**config.mk**
```make
export PLATFORM = sky130hd
export DESIGN_NAME = framed_packet_parser_crc16_unit
export DESIGN_NICKNAME = d
export VERILOG_FILES = /design/src/hw/rtl/fpp_pkg.sv /design/src/hw/rtl/fpp_ctrl.sv /design/src/hw/rtl/fpp_datapath.sv /design/src/hw/rtl/framed_packet_parser_crc16_unit.sv
export VERILOG_INCLUDE_DIRS = /design/src /design/src/hw/rtl
export SDC_FILE = /design/constraint.sdc
export NUM_CORES = 1
export LEC_CHECK = 0
export ABC_CLOCK_PERIOD_IN_PS = 7800
export BUFFER_PORTS_ARGS = -buffer_cell sky130_fd_sc_hd__buf_2
export CORE_AREA = 3 3 303 305
export CTS_CLUSTER_SIZE = 12
export DETAILED_ROUTE_END_ITERATION = 16
export DIE_AREA = 0 0 306 308
export PLACE_DENSITY = 0.6
export SLEW_MARGIN = 20
export SYNTH_ARGS = -nofsm -noshare
export SYNTH_HDL_FRONTEND = slang
export SYNTH_HIERARCHICAL = 1
export SYNTH_SLANG_ARGS = --single-unit
```
**constraint.sdc**
```tcl
create_clock -name clock -period 7.8 [get_ports clock]
set_clock_uncertainty 0.1 [all_clocks]
set_input_delay 0.78 -clock clock [delete_from_list [all_inputs] [get_ports clock]]
set_output_delay 0.78 -clock clock [all_outputs]
set_load 0.05 [all_outputs]
```
**src/hw/rtl/framed_packet_parser_crc16_unit_assert.svh**
```systemverilog
// ----------------------------------------------------------------------------
// Assertion macros for the framed packet parser
// Clocked assertions that are held off while reset is high.
// ----------------------------------------------------------------------------
`ifndef FRAMED_PACKET_PARSER_CRC16_UNIT_ASSERT_SVH
`define FRAMED_PACKET_PARSER_CRC16_UNIT_ASSERT_SVH

// A property that must hold at every clock edge outside reset.
`define FPP_ASSERT(lbl, prop, msg) \
   lbl: assert property (@(posedge clock) disable iff (reset) (prop)) else $error(msg);

// An implication from a condition to a property in the next cycle.
`define FPP_ASSERT_NEXT(lbl, cond, prop, msg) \
   lbl: assert property (@(posedge clock) disable iff (reset) (cond) |=> (prop)) \
      else $error(msg);

`endif

```
**src/hw/rtl/fpp_pkg.sv**
```systemverilog
// ----------------------------------------------------------------------------
// Framed packet parser package
// Shared constants, codes, control structures and the CRC-16 byte update.
// ----------------------------------------------------------------------------
`timescale 1ns / 1ps
`default_nettype none

package fpp_pkg;

   localparam int MAX_PAYLOAD = 64;
   localparam int LEN_W       = 7;
   localparam int IDX_W       = 6;

   localparam logic [15:0] CRC_INIT = 16'hFFFF;
   localparam logic [15:0] CRC_POLY = 16'h1021;

   localparam logic [15:0] TIMEOUT_RESET     = 16'd100;
   localparam logic [7:0]  SYNC_FIRST_RESET  = 8'hAA;
   localparam logic [7:0]  SYNC_SECOND_RESET = 8'h55;

   localparam logic [1:0] CSR_TIMEOUT     = 2'd0;
   localparam logic [1:0] CSR_SYNC_FIRST  = 2'd1;
   localparam logic [1:0] CSR_SYNC_SECOND = 2'd2;

   typedef enum logic [1:0] {
      ST_NONE    = 2'd0,
      ST_GOOD    = 2'd1,
      ST_CRC_ERR = 2'd2,
      ST_TIMEOUT = 2'd3
   } status_type;

   typedef enum logic [7:0] {
      PH_SYNC1 = 8'b0000_0001,
      PH_SYNC2 = 8'b0000_0010,
      PH_LEN   = 8'b0000_0100,
      PH_CMD   = 8'b0000_1000,
      PH_SEQ   = 8'b0001_0000,
      PH_PAY   = 8'b0010_0000,
      PH_CRCL  = 8'b0100_0000,
      PH_CRCH  = 8'b1000_0000
   } phase_type;

   typedef enum logic [2:0] {
      CS_IDLE  = 3'b001,
      CS_FETCH = 3'b010,
      CS_LOAD  = 3'b100
   } ctrl_state_type;

   typedef struct packed {
      logic step;
      logic fetch;
      logic load;
   } ctrl_cmd_type;

   typedef struct packed {
      logic burst;
      logic burst_last;
   } dp_status_type;

   function automatic logic [15:0] crc16_update(input logic [15:0] crc,
                                                input logic [7:0]  data);
      logic [15:0] c;
      c = crc ^ {data, 8'h00};
      for (int k = 0; k < 8; k++) begin
         c = c[15] ? ((c << 1) ^ CRC_POLY) : (c << 1);
      end
      return c;
   endfunction

endpackage

`default_nettype wire

```
**src/hw/rtl/fpp_ctrl.sv**
```systemverilog
// ----------------------------------------------------------------------------
// Framed packet parser controller
// Sequences word acceptance, the result register and payload bursts.
// ----------------------------------------------------------------------------
`timescale 1ns / 1ps
`default_nettype none

`include "framed_packet_parser_crc16_unit_assert.svh"

module fpp_ctrl
   import fpp_pkg::*;
(
   input  wire logic          clock,
   input  wire logic          reset,
   input  wire logic          req_valid,
   output logic               req_ready,
   output logic               rsp_valid,
   input  wire logic          rsp_ready,
   input  wire dp_status_type dp_status,
   output ctrl_cmd_type       cmd
);

   ctrl_state_type state_ff, state_in;
   logic           rsp_valid_ff, rsp_valid_in;
   logic           slot_free;

   assign slot_free = !rsp_valid_ff || rsp_ready;
   assign req_ready = (state_ff == CS_IDLE) && slot_free;
   assign rsp_valid = rsp_valid_ff;

   always_comb begin
      state_in     = state_ff;
      rsp_valid_in = rsp_valid_ff && !rsp_ready;
      cmd          = '0;
      case (state_ff)
         CS_IDLE: begin
            if (req_valid && req_ready) begin
               cmd.step = 1'b1;
               if (dp_status.burst) begin
                  state_in = CS_FETCH;
               end else begin
                  rsp_valid_in = 1'b1;
               end
            end
         end
         CS_FETCH: begin
            cmd.fetch = 1'b1;
            state_in  = CS_LOAD;
         end
         CS_LOAD: begin
            if (slot_free) begin
               cmd.load     = 1'b1;
               rsp_valid_in = 1'b1;
               state_in     = dp_status.burst_last ? CS_IDLE : CS_FETCH;
            end
         end
         default: begin
            state_in = CS_IDLE;
         end
      endcase
   end

   always_ff @(posedge clock) begin
      if (reset) begin
         state_ff     <= CS_IDLE;
         rsp_valid_ff <= 1'b0;
      end else begin
         state_ff     <= state_in;
         rsp_valid_ff <= rsp_valid_in;
      end
   end

   `FPP_ASSERT(a_cmd_exclusive, !(cmd.step && (cmd.fetch || cmd.load)),
      "step issued together with a burst command")
   `FPP_ASSERT_NEXT(a_burst_clears_slot, cmd.step && dp_status.burst, !rsp_valid_ff,
      "result register not empty at burst start")
   `FPP_ASSERT_NEXT(a_burst_continues, cmd.load && !dp_status.burst_last,
      state_ff == CS_FETCH, "burst ended before its last word")

endmodule

`default_nettype wire

```
**src/hw/rtl/fpp_datapath.sv**
```systemverilog
// ----------------------------------------------------------------------------
// Framed packet parser datapath
// Frame parsing state, CRC, timeout check, payload memory and result register.
// ----------------------------------------------------------------------------
`timescale 1ns / 1ps
`default_nettype none

`include "framed_packet_parser_crc16_unit_assert.svh"

module fpp_datapath
   import fpp_pkg::*;
(
   input  wire logic              clock,
   input  wire logic              reset,
   input  wire ctrl_cmd_type      cmd,
   output dp_status_type          dp_status,
   input  wire logic              csr_write,
   input  wire logic [1:0]        csr_index,
   input  wire logic [15:0]       csr_wdata,
   input  wire logic [7:0]        rx_byte,
   input  wire logic [31:0]       now_ms,
   output logic [1:0]             status,
   output logic [LEN_W-1:0]       frame_size,
   output logic [7:0]             frame_command,
   output logic [7:0]             frame_sequence,
   output logic [7:0]             payload_byte,
   output logic [IDX_W-1:0]       byte_index,
   output logic                   payload_valid,
   output logic                   last
);

   logic [15:0] timeout_ff;
   logic [7:0]  sync_first_ff, sync_second_ff;

   phase_type        phase_ff, phase_in;
   logic [LEN_W-1:0] len_ff, len_in;
   logic [7:0]       command_ff, command_in;
   logic [7:0]       sequence_ff, sequence_in;
   logic [LEN_W-1:0] fill_ff, fill_in;
   logic [7:0]       crc_low_ff, crc_low_in;
   logic [15:0]      crc_ff, crc_in;
   logic [31:0]      time_ff, time_in;
   logic             have_time_ff, have_time_in;

   logic [7:0]       payload_mem [MAX_PAYLOAD];
   logic             mem_we;
   logic [7:0]       rd_data_ff;
   logic [IDX_W-1:0] emit_ff;

   logic [15:0]      crc_base, crc_next;
   logic [LEN_W-1:0] fill_inc;
   logic [31:0]      gap;
   logic             gap_expired;
   logic             burst;
   status_type       step_status;
   logic [7:0]       step_command, step_sequence;

   logic [1:0]       status_ff;
   logic [LEN_W-1:0] frame_size_ff;
   logic [7:0]       frame_command_ff, frame_sequence_ff, payload_byte_ff;
   logic [IDX_W-1:0] byte_index_ff;
   logic             payload_valid_ff, last_ff;

   assign gap         = now_ms - time_ff;
   assign gap_expired = (phase_ff != PH_SYNC1) && have_time_ff && (gap > {16'd0, timeout_ff});
   assign crc_base    = (phase_ff == PH_LEN) ? CRC_INIT : crc_ff;
   assign crc_next    = crc16_update(crc_base, rx_byte);
   assign fill_inc    = fill_ff + LEN_W'(1);

   always_comb begin
      phase_in      = phase_ff;
      len_in        = len_ff;
      command_in    = command_ff;
      sequence_in   = sequence_ff;
      fill_in       = fill_ff;
      crc_low_in    = crc_low_ff;
      crc_in        = crc_ff;
      time_in       = time_ff;
      have_time_in  = have_time_ff;
      mem_we        = 1'b0;
      burst         = 1'b0;
      step_status   = ST_NONE;
      step_command  = 8'd0;
      step_sequence = 8'd0;
      if (gap_expired) begin
         step_status  = ST_TIMEOUT;
         phase_in     = PH_SYNC1;
         fill_in      = '0;
         have_time_in = 1'b0;
         if (rx_byte == sync_first_ff) begin
            phase_in     = PH_SYNC2;
            time_in      = now_ms;
            have_time_in = 1'b1;
         end
      end else begin
         time_in      = now_ms;
         have_time_in = 1'b1;
         case (phase_ff)
            PH_SYNC1: begin
               if (rx_byte == sync_first_ff) begin
                  phase_in = PH_SYNC2;
               end
            end
            PH_SYNC2: begin
               if (rx_byte == sync_second_ff) begin
                  phase_in = PH_LEN;
               end else if (rx_byte != sync_first_ff) begin
                  phase_in     = PH_SYNC1;
                  fill_in      = '0;
                  have_time_in = 1'b0;
               end
            end
            PH_LEN: begin
               if (rx_byte > 8'(MAX_PAYLOAD)) begin
                  phase_in     = PH_SYNC1;
                  fill_in      = '0;
                  have_time_in = 1'b0;
               end else begin
                  len_in   = rx_byte[LEN_W-1:0];
                  fill_in  = '0;
                  crc_in   = crc_next;
                  phase_in = PH_CMD;
               end
            end
            PH_CMD: begin
               command_in = rx_byte;
               crc_in     = crc_next;
               phase_in   = PH_SEQ;
            end
            PH_SEQ: begin
               sequence_in = rx_byte;
               crc_in      = crc_next;
               phase_in    = (len_ff == '0) ? PH_CRCL : PH_PAY;
            end
            PH_PAY: begin
               mem_we  = 1'b1;
               crc_in  = crc_next;
               fill_in = fill_inc;
               if (fill_inc >= len_ff) begin
                  phase_in = PH_CRCL;
               end
            end
            PH_CRCL: begin
               crc_low_in = rx_byte;
               phase_in   = PH_CRCH;
            end
            PH_CRCH: begin
               phase_in     = PH_SYNC1;
               fill_in      = '0;
               have_time_in = 1'b0;
               if ({rx_byte, crc_low_ff} == crc_ff) begin
                  step_status = ST_GOOD;
                  if (len_ff == '0) begin
                     step_command  = command_ff;
                     step_sequence = sequence_ff;
                  end else begin
                     burst = 1'b1;
                  end
               end else begin
                  step_status = ST_CRC_ERR;
                  if ((crc_low_ff == sync_first_ff) && (rx_byte == sync_second_ff)) begin
                     phase_in     = PH_LEN;
                     have_time_in = 1'b1;
                  end else if (rx_byte == sync_first_ff) begin
                     phase_in     = PH_SYNC2;
                     have_time_in = 1'b1;
                  end
               end
            end
            default: begin
               phase_in     = PH_SYNC1;
               fill_in      = '0;
               have_time_in = 1'b0;
            end
         endcase
      end
   end

   assign dp_status.burst      = burst;
   assign dp_status.burst_last = ({1'b0, emit_ff} + LEN_W'(1)) == len_ff;

   always_ff @(posedge clock) begin
      if (reset) begin
         timeout_ff     <= TIMEOUT_RESET;
         sync_first_ff  <= SYNC_FIRST_RESET;
         sync_second_ff <= SYNC_SECOND_RESET;
      end else if (csr_write) begin
         case (csr_index)
            CSR_TIMEOUT:     timeout_ff     <= csr_wdata;
            CSR_SYNC_FIRST:  sync_first_ff  <= csr_wdata[7:0];
            CSR_SYNC_SECOND: sync_second_ff <= csr_wdata[7:0];
            default: begin
            end
         endcase
      end
   end

   always_ff @(posedge clock) begin
      if (reset) begin
         phase_ff     <= PH_SYNC1;
         len_ff       <= '0;
         command_ff   <= '0;
         sequence_ff  <= '0;
         fill_ff      <= '0;
         crc_low_ff   <= '0;
         crc_ff       <= CRC_INIT;
         time_ff      <= '0;
         have_time_ff <= 1'b0;
         emit_ff      <= '0;
      end else begin
         if (cmd.step) begin
            phase_ff     <= phase_in;
            len_ff       <= len_in;
            command_ff   <= command_in;
            sequence_ff  <= sequence_in;
            fill_ff      <= fill_in;
            crc_low_ff   <= crc_low_in;
            crc_ff       <= crc_in;
            time_ff      <= time_in;
            have_time_ff <= have_time_in;
            emit_ff      <= '0;
         end else if (cmd.load) begin
            emit_ff <= emit_ff + IDX_W'(1);
         end
      end
   end

   always_ff @(posedge clock) begin
      if (cmd.step && mem_we) begin
         payload_mem[fill_ff[IDX_W-1:0]] <= rx_byte;
      end
      if (cmd.fetch) begin
         rd_data_ff <= payload_mem[emit_ff];
      end
   end

   always_ff @(posedge clock) begin
      if (cmd.step && !burst) begin
         status_ff         <= step_status;
         frame_size_ff     <= '0;
         frame_command_ff  <= step_command;
         frame_sequence_ff <= step_sequence;
         payload_byte_ff   <= '0;
         byte_index_ff     <= '0;
         payload_valid_ff  <= 1'b0;
         last_ff           <= 1'b1;
      end else if (cmd.load) begin
         status_ff         <= ST_GOOD;
         frame_size_ff     <= len_ff;
         frame_command_ff  <= command_ff;
         frame_sequence_ff <= sequence_ff;
         payload_byte_ff   <= rd_data_ff;
         byte_index_ff     <= emit_ff;
         payload_valid_ff  <= 1'b1;
         last_ff           <= dp_status.burst_last;
      end
   end

   assign status         = status_ff;
   assign frame_size     = frame_size_ff;
   assign frame_command  = frame_command_ff;
   assign frame_sequence = frame_sequence_ff;
   assign payload_byte   = payload_byte_ff;
   assign byte_index     = byte_index_ff;
   assign payload_valid  = payload_valid_ff;
   assign last           = last_ff;

   `FPP_ASSERT(a_emit_in_frame, !(cmd.fetch || cmd.load) || ({1'b0, emit_ff} < len_ff),
      "burst index beyond stored length")

endmodule

`default_nettype wire

```
**src/hw/rtl/framed_packet_parser_crc16_unit.sv**
```systemverilog
// ----------------------------------------------------------------------------
// Framed packet parser with CRC-16 check
// Top level: controller, datapath and the configuration write port.
// ----------------------------------------------------------------------------
// Each accepted word is one received byte with its millisecond timestamp and
// is parsed in the cycle it is taken while the result register is free;
// that register lets the next word in as soon as the current result is
// taken. A word that completes a good frame of L > 0 bytes starts a burst
// of L results, each read from the payload memory through its registered
// read port in a fetch state, then loaded into the result register in a
// load state that waits for it to be free; no word is accepted during the
// burst. Configuration writes are always ready and take effect next cycle.
`timescale 1ns / 1ps
`default_nettype none

module framed_packet_parser_crc16_unit
   import fpp_pkg::*;
(
   input  wire logic              clock,
   input  wire logic              reset,
   input  wire logic              req_valid,
   output logic                   req_ready,
   input  wire logic [7:0]        req_rx_byte,
   input  wire logic [31:0]       req_now_ms,
   output logic                   rsp_valid,
   input  wire logic              rsp_ready,
   output logic [1:0]             rsp_status,
   output logic [LEN_W-1:0]       rsp_frame_size,
   output logic [7:0]             rsp_frame_command,
   output logic [7:0]             rsp_frame_sequence,
   output logic [7:0]             rsp_payload_byte,
   output logic [IDX_W-1:0]       rsp_byte_index,
   output logic                   rsp_payload_valid,
   output logic                   rsp_last,
   input  wire logic              csr_valid,
   output logic                   csr_ready,
   input  wire logic [1:0]        csr_index,
   input  wire logic [15:0]       csr_wdata
);

   ctrl_cmd_type  cmd;
   dp_status_type dp_status;

   assign csr_ready = 1'b1;

   fpp_ctrl u_ctrl (
      .clock     (clock),
      .reset     (reset),
      .req_valid (req_valid),
      .req_ready (req_ready),
      .rsp_valid (rsp_valid),
      .rsp_ready (rsp_ready),
      .dp_status (dp_status),
      .cmd       (cmd)
   );

   fpp_datapath u_datapath (
      .clock          (clock),
      .reset          (reset),
      .cmd            (cmd),
      .dp_status      (dp_status),
      .csr_write      (csr_valid && csr_ready),
      .csr_index      (csr_index),
      .csr_wdata      (csr_wdata),
      .rx_byte        (req_rx_byte),
      .now_ms         (req_now_ms),
      .status         (rsp_status),
      .frame_size     (rsp_frame_size),
      .frame_command  (rsp_frame_command),
      .frame_sequence (rsp_frame_sequence),
      .payload_byte   (rsp_payload_byte),
      .byte_index     (rsp_byte_index),
      .payload_valid  (rsp_payload_valid),
      .last           (rsp_last)
   );

endmodule

`default_nettype wire

```
======== Yosys cells after proc, flatten, opt, wreduce, memory -nomap -nowiden ========
Memories as Yosys holds them, arrays and structs flattened. A register that Yosys moved wholly into a read port is not among the register bits.
Cells that the tools add are included.
operators by class
  $add $sub $neg .......................... 4
  $lt $le $gt $ge ......................... 3
  eq/ne operators ......................... 31
  mux-type cells .......................... 75
  bitwise operators ....................... 11
  reduce and logical (&&, ||, !) cells .... 32
operators with widths
  kind                                                             number
  8-bit two-way mux                                                19
  13-bit two-way mux                                               8
  32-bit two-way mux                                               2
  8-bit case mux with 8 select lines                               1
  32-bit by 16-bit > comparator with 1-bit output                  1
  16-bit two-way mux                                               2
  16-bit case mux with 2 select lines                              1
  32-bit subtractor                                                1
  7-bit two-way mux                                                4
  8-bit == test                                                    3
  3-bit NOT                                                        8
  1-bit two-way mux                                                23
  7-bit case mux with 3 select lines                               1
  16-bit == test                                                   1
  4-bit AND reduction                                              4
  16-bit bitwise XOR                                               1
  2-bit two-way mux                                                7
  3-bit AND reduction                                              4
  3-bit two-way mux                                                3
  3-bit by 1-bit != test with 1-bit output, second input constant  3
  3-bit case mux with 3 select lines                               1
  8-bit by 1-bit == test with 1-bit output, second input constant  1
  8-bit by 2-bit == test with 1-bit output, second input constant  1
  8-bit by 3-bit == test with 1-bit output, second input constant  1
  37 further kinds                                                 55
word-level totals
  flip-flop bits (word level) ............. 178
  memory bits (writable) .................. 512
  bits of input ports ..................... 63
  output and inout bits ................... 44
  word-level logic and storage cells ...... 180
  memories kept ........................... 1
memories
  name                    depth  width  rd ports  clocked after memory_dff  write ports  RTL line            source
  u_datapath.payload_mem  64     8      1         1                         1            fpp_datapath.sv:45  logic [7:0] payload_mem [MAX_PAYLOAD];

======== Logic depth before layout (Yosys ltp) ========
  word-level depth ........................ 21
  gate-level depth with buffers ........... 26
  depth with buffers taken out ............ 24

======== By module ========
The synthesis kept the hierarchy.
modules (own cells, without submodules)
  module                           instances  cells an instance  area each (um^2)  seq. area each (um^2)
  fpp_datapath                     1          2152               30952.2           19278.5
  fpp_ctrl                         1          30                 242.7             80.1
  framed_packet_parser_crc16_unit  1          2                  11.3              0.0

======== Worst setup path before layout ========
OpenSTA, ideal clock, no wires.
  path type ............................... input-to-reg
  from .................................... input req_now_ms[0]
  to ...................................... memory u_datapath.payload_mem[15][0] (enable)
  setup time .............................. 370 ps
  data arrival time ....................... 5184 ps
  data required time ...................... 7330 ps
  setup slack ............................. 2145 ps
  cell stages on the path ................. 22
  path buffers ............................ 1
  cells stage by stage .................... inv_1 -> ha_1 -> fa_1 -> nand2b_1 -> a21oi_1 -> nor2_1 -> o21ai_0 -> a31oi_1 -> o21ai_0 -> xor2_1 -> ha_1 -> nand4_1 -> nor3_1 -> a221o_1 -> nor3_1 -> a31oi_1 -> nor4_1 -> and4_1 -> a41oi_4 -> or4_1 -> buf_2 -> nor2_1
between the ends
  word-level cells in the longest chain between the ends .. 7
ends and longest elaborated chain
  what                                             RTL line                               source
  from (decl)                                      framed_packet_parser_crc16_unit.sv:24  input wire logic [31:0] req_now_ms,
  32-bit subtractor                                fpp_datapath.sv:64                     assign gap = now_ms - time_ff;
  32-bit by 16-bit > comparator with 1-bit output  fpp_datapath.sv:65                     assign gap_expired = (phase_ff != PH_SYNC1) && have_time_ff && (gap > {16'd0, timeout_ff});
  1-bit logical AND                                fpp_datapath.sv:65
  1-bit two-way mux                                fpp_datapath.sv:85                     if (gap_expired) begin
  1-bit logical AND                                fpp_datapath.sv:229                    if (cmd.step && mem_we) begin
  1-bit two-way mux                                fpp_datapath.sv:229
  1-bit two-way mux (implied by the code)          fpp_datapath.sv:230                    payload_mem[fill_ff[IDX_W-1:0]] <= rx_byte;
  to (decl)                                        fpp_datapath.sv:45
No other way between the ends.

======== Worst setup path in the final report ========
  from .................................... input req_now_ms[0]
  to ...................................... memory u_datapath.payload_mem[31][2] (enable)
The elaborated chain is that of the path after synthesis.

==> run_results.csv <==
group,metric,value,unit
synthesis,synthMuxAreaShare,0.161,
synthesis,syn-instance-count,2184,
global_routing,overflow,0,
clock_tree,clock-sinks,698,
synthesis,async_reset_ff_frac,0,
synthesis,synthTopCellsByCount,"538 x edfxtp_1, 211 x nand2_1, 178 x nor2_1",
routing,routed-via-count,19000,
die,dieWidth,306,um
routing,drt_first_pass_iters,5,
synthesis,ys_ff_latch,698,
synthesis,synthXorXnorAreaFrac,0.0281,
global_routing,grt_use_total,0.175,
global_routing,grt_first_pass_wirelength,124000,um
die,row_count,110,
synthesis,synth_adder_area_share,0.0231,
hold_path,hp-class,"input port to register",
synthesis,netlist_area,31200,sq um
timing,hold_slack,327,ps
worst_setup_path,reg2reg_setup_slack,1420,ps
worst_setup_path,r2r-start,"u_datapath/time_ff[0]",
synthesis,yosys.area_share.simple,0.0825,
hold_path,hold_end,"u_datapath/timeout_ff[10]",
synthesis,synth_ff_type,"edfxtp_1",
clock_tree,clockRootBuffer,"clkbuf_16",
die,coreArea,89600,sq um
timing,period_share,0.819,
synthesis,syn-mean-instance-area,14.3,sq um
die,initial_utilization,0.348,
global_routing,antenna_found_initial,1,
clock_tree,cts.hold.buffers_added,0,
timing,finalCriticalPeriod,6390,ps
placed_design,post-dp-hpwl,56100,um
worst_setup_path,r2r_end,"u_datapath/payload_mem[31][2]",
timing,fmax,0.157,GHz
clock_tree,cts_tree,"yes",
power_and_ir_drop,p_leak,11.8,nW
synthesis,synth_top_family_by_area,"multiplexers",
cells_and_area,area_growth,13.2,%
timing,report.final.hold_viol_count,0,
power_and_ir_drop,ir_drop,0.152,mV
worst_setup_path,crit_chain,"buf_2 > inv_1 > ha_1 > fa_1 > nand2b_1 > a21oi_1 > nor2_1 > o21ai_0 > a31oi_1 > o21ai_0 > xor2_1 > ha_1 > nand4_1 > nor3_1 > a221o_1 > nor3_1 > a31oi_1 > nor4_1 > and4_1 > a41oi_4 > or4_1 > nor2_1",
placed_design,portBuffers,105,
synthesis,synth_compound_area_frac,0.0581,
routing,wl_per_cell,23.7,um
timing,finalSetupTns,0,ps
synthesis,yosysMostFrequentCell,"edfxtp_1",
worst_setup_path,start_kind,"input port",
placed_design,place_congestion,0.909,
routing,ant_nets,0,
power_and_ir_drop,power_density,228,nW/um^2
routing,drc,0,
worst_setup_path,critPathMaxFanout,9,
routing,via_per_inst,5.40,
clock_tree,htreeDepth,3,
synthesis,yosysWarnings,6,
clock_tree,cts.reportedPaths.clkPinSlew,60,ps
synthesis,seq_area_frac_synth,0.620,
clock_tree,post_cts_resized,0,
synthesis,synth_cell_type_count,85,
synthesis,yosysTopAreaCell,"edfxtp_1",
global_routing,grt_max_degree,118,
synthesis,synth_fp_nets,2304,
die,die_area,94200,sq um
synthesis,synth.area.top_cells,"edfxtp_1 52%, mux4_2 12%, dfxtp_1 10%",
timing,drv_slew,0,
clock_tree,clkLatencyLatePin,620,ps
routing,routed_wl,83200,um
timing,setup_slack,1410,ps
timing,slew_headroom,0.242,
worst_setup_path,crit_path_top_delay_cell,"or4_1",
status,status,"completed",
worst_setup_path,slowest_delay,980,ps
cells_and_area,stdcell_count,3513,
cells_and_area,antenna_cells,0,
die,boundaryPins,107,
cells_and_area,drive_gt1_frac,0.189,
timing,rsz0062_at_grt,"false",
clock_tree,cts_buffers,73,
flow_run,cap_violations,0,
worst_setup_path,crit_family,"simple AND/OR/NAND/NOR gates",
clock_tree,cts_setup_buffers,0,
routing,first_iter_violations,1780,
worst_setup_path,reg2regPathDepth,20,
die,die_y,308,um
hold_path,min_path_cells,3,
hold_path,hold_start,"csr_wdata[10]",
worst_setup_path,crit_required,7950,ps
worst_setup_path,critical_path_class,"input port to register",
clock_tree,clockBufferDepth,3,
global_routing,grt_pass1_vias,19000,
placed_design,dp_cells,3385,
synthesis,synth_top_area_frac,0.518,
worst_setup_path,arrival,6530,ps
timing,worst_slew_pin_slew,1140,ps
synthesis,synth_edf_count,538,
placed_design,place_ws,974,ps
worst_setup_path,end_kind,"register",
worst_setup_path,crit_buf_inv,2,
cells_and_area,nNetsFinal,2404,
timing,setup_viol,0,
[logic make-up after synthesis]
family / count (synthesis)
AND/OR/NAND/NOR: 567
flip-flops: 698
adder cells (fa/ha/maj): 57
other: 1
multiplexers: 291
AO/OA/AOI/OAI: 268
XOR/XNOR: 100
buffers and inverters: 202
[metrics by stage]
stage | total power [mW] | utilization | cell area, sq um
final | 8.04 | 0.394 | 35300
after global routing | 8.34 | 0.394 | 35300
after CTS | 8.12 | 0.394 | 35300
after detailed placement | 4.73 | 0.369 | 33000
after global placement | 4.73 | 0.369 | 33000
after floorplan | 4.53 | - | 31200
[routing by layer]
metal,track usage,wire (um),vias to the layer above
li1,-,-,8482
met1,0.237,35300,9660
met2,0.293,40300,725
met3,0.0300,5520,120
met4,0.0463,1980,0
met5,0,0,-
[layout by cell type (no fill, tap or decap), types with 13 or more instances in the layout]
master,count
clkbuf_16,76
o21ai_0,33
inv_1,78
mux4_2,168
ha_1,56
mux2i_1,121
buf_2,105
nor3_1,23
xnor2_1,69
buf_4,40
edfxtp_1,538
a21boi_0,16
dfxtp_1,156
xor2_1,31
nand4_1,36
nand2b_1,15
nor2_1,178
nand3_1,28
a21oi_1,93
and2_1,13
a21o_1,23
nand2_1,211
clkbuf_1,31
[area by class of cell]
class,count,area [sq um]
fill,8181,54300
sequential,698,19400
multi-input combinational,1284,11000
clock buffer,110,2050
tap,1176,1470
timing repair buffer,147,857
inverter,80,302
clock inverter,18,246
[worst max path at each step]
stage,to,slack (ps),cells past startpoint,start
floorplan,u_datapath/payload_mem[15][0],2150,22,req_now_ms[0]
global placement,u_datapath/payload_mem[55][2],980,22,req_now_ms[0]
detailed placement,u_datapath/payload_mem[31][2],970,22,req_now_ms[0]
CTS,u_datapath/payload_mem[31][7],1570,20,u_datapath/time_ff[0]
global route,u_datapath/payload_mem[39][5],1130,20,u_datapath/time_ff[0]
finish,u_datapath/payload_mem[31][2],1410,22,req_now_ms[0]
[where the power goes]
| group | leakage [nW] | internal (mW) | switching [mW] |
|---|---|---|---|
| Combinational | 4.51 | 0.206 | 0.418 |
| Sequential | 6.15 | 4.02 | 0.0175 |
| Clock | 1.11 | 1.96 | 1.42 |
[sequential cells by signal, summed over array words and instances, names as in the netlist, 8 cells and up]
name / cells
u_datapath/phase_ff: 8
u_datapath/crc_low_ff: 8
u_datapath/command_ff: 8
u_datapath/frame_sequence: 8
u_datapath/sync_second_ff: 8
u_datapath/payload_byte: 8
u_datapath/payload_mem: 512
u_datapath/sync_first_ff: 8
u_datapath/time_ff: 32
u_datapath/timeout_ff: 16
u_datapath/frame_command: 8
u_datapath/sequence_ff: 8
u_datapath/rd_data_ff: 8
u_datapath/crc_ff: 16
[worst register-to-register path, delay by kind of cell, from the launching register on]
| family | cells | cell delay (ps) |
|---|---|---|
| xor+xnor | 1 | 200 |
| fa+ha+maj | 3 | 860 |
| compound gates | 7 | 1650 |
| flops | 1 | 320 |
| simple gates | 9 | 2900 |
Power figures use the tool's default switching activity.
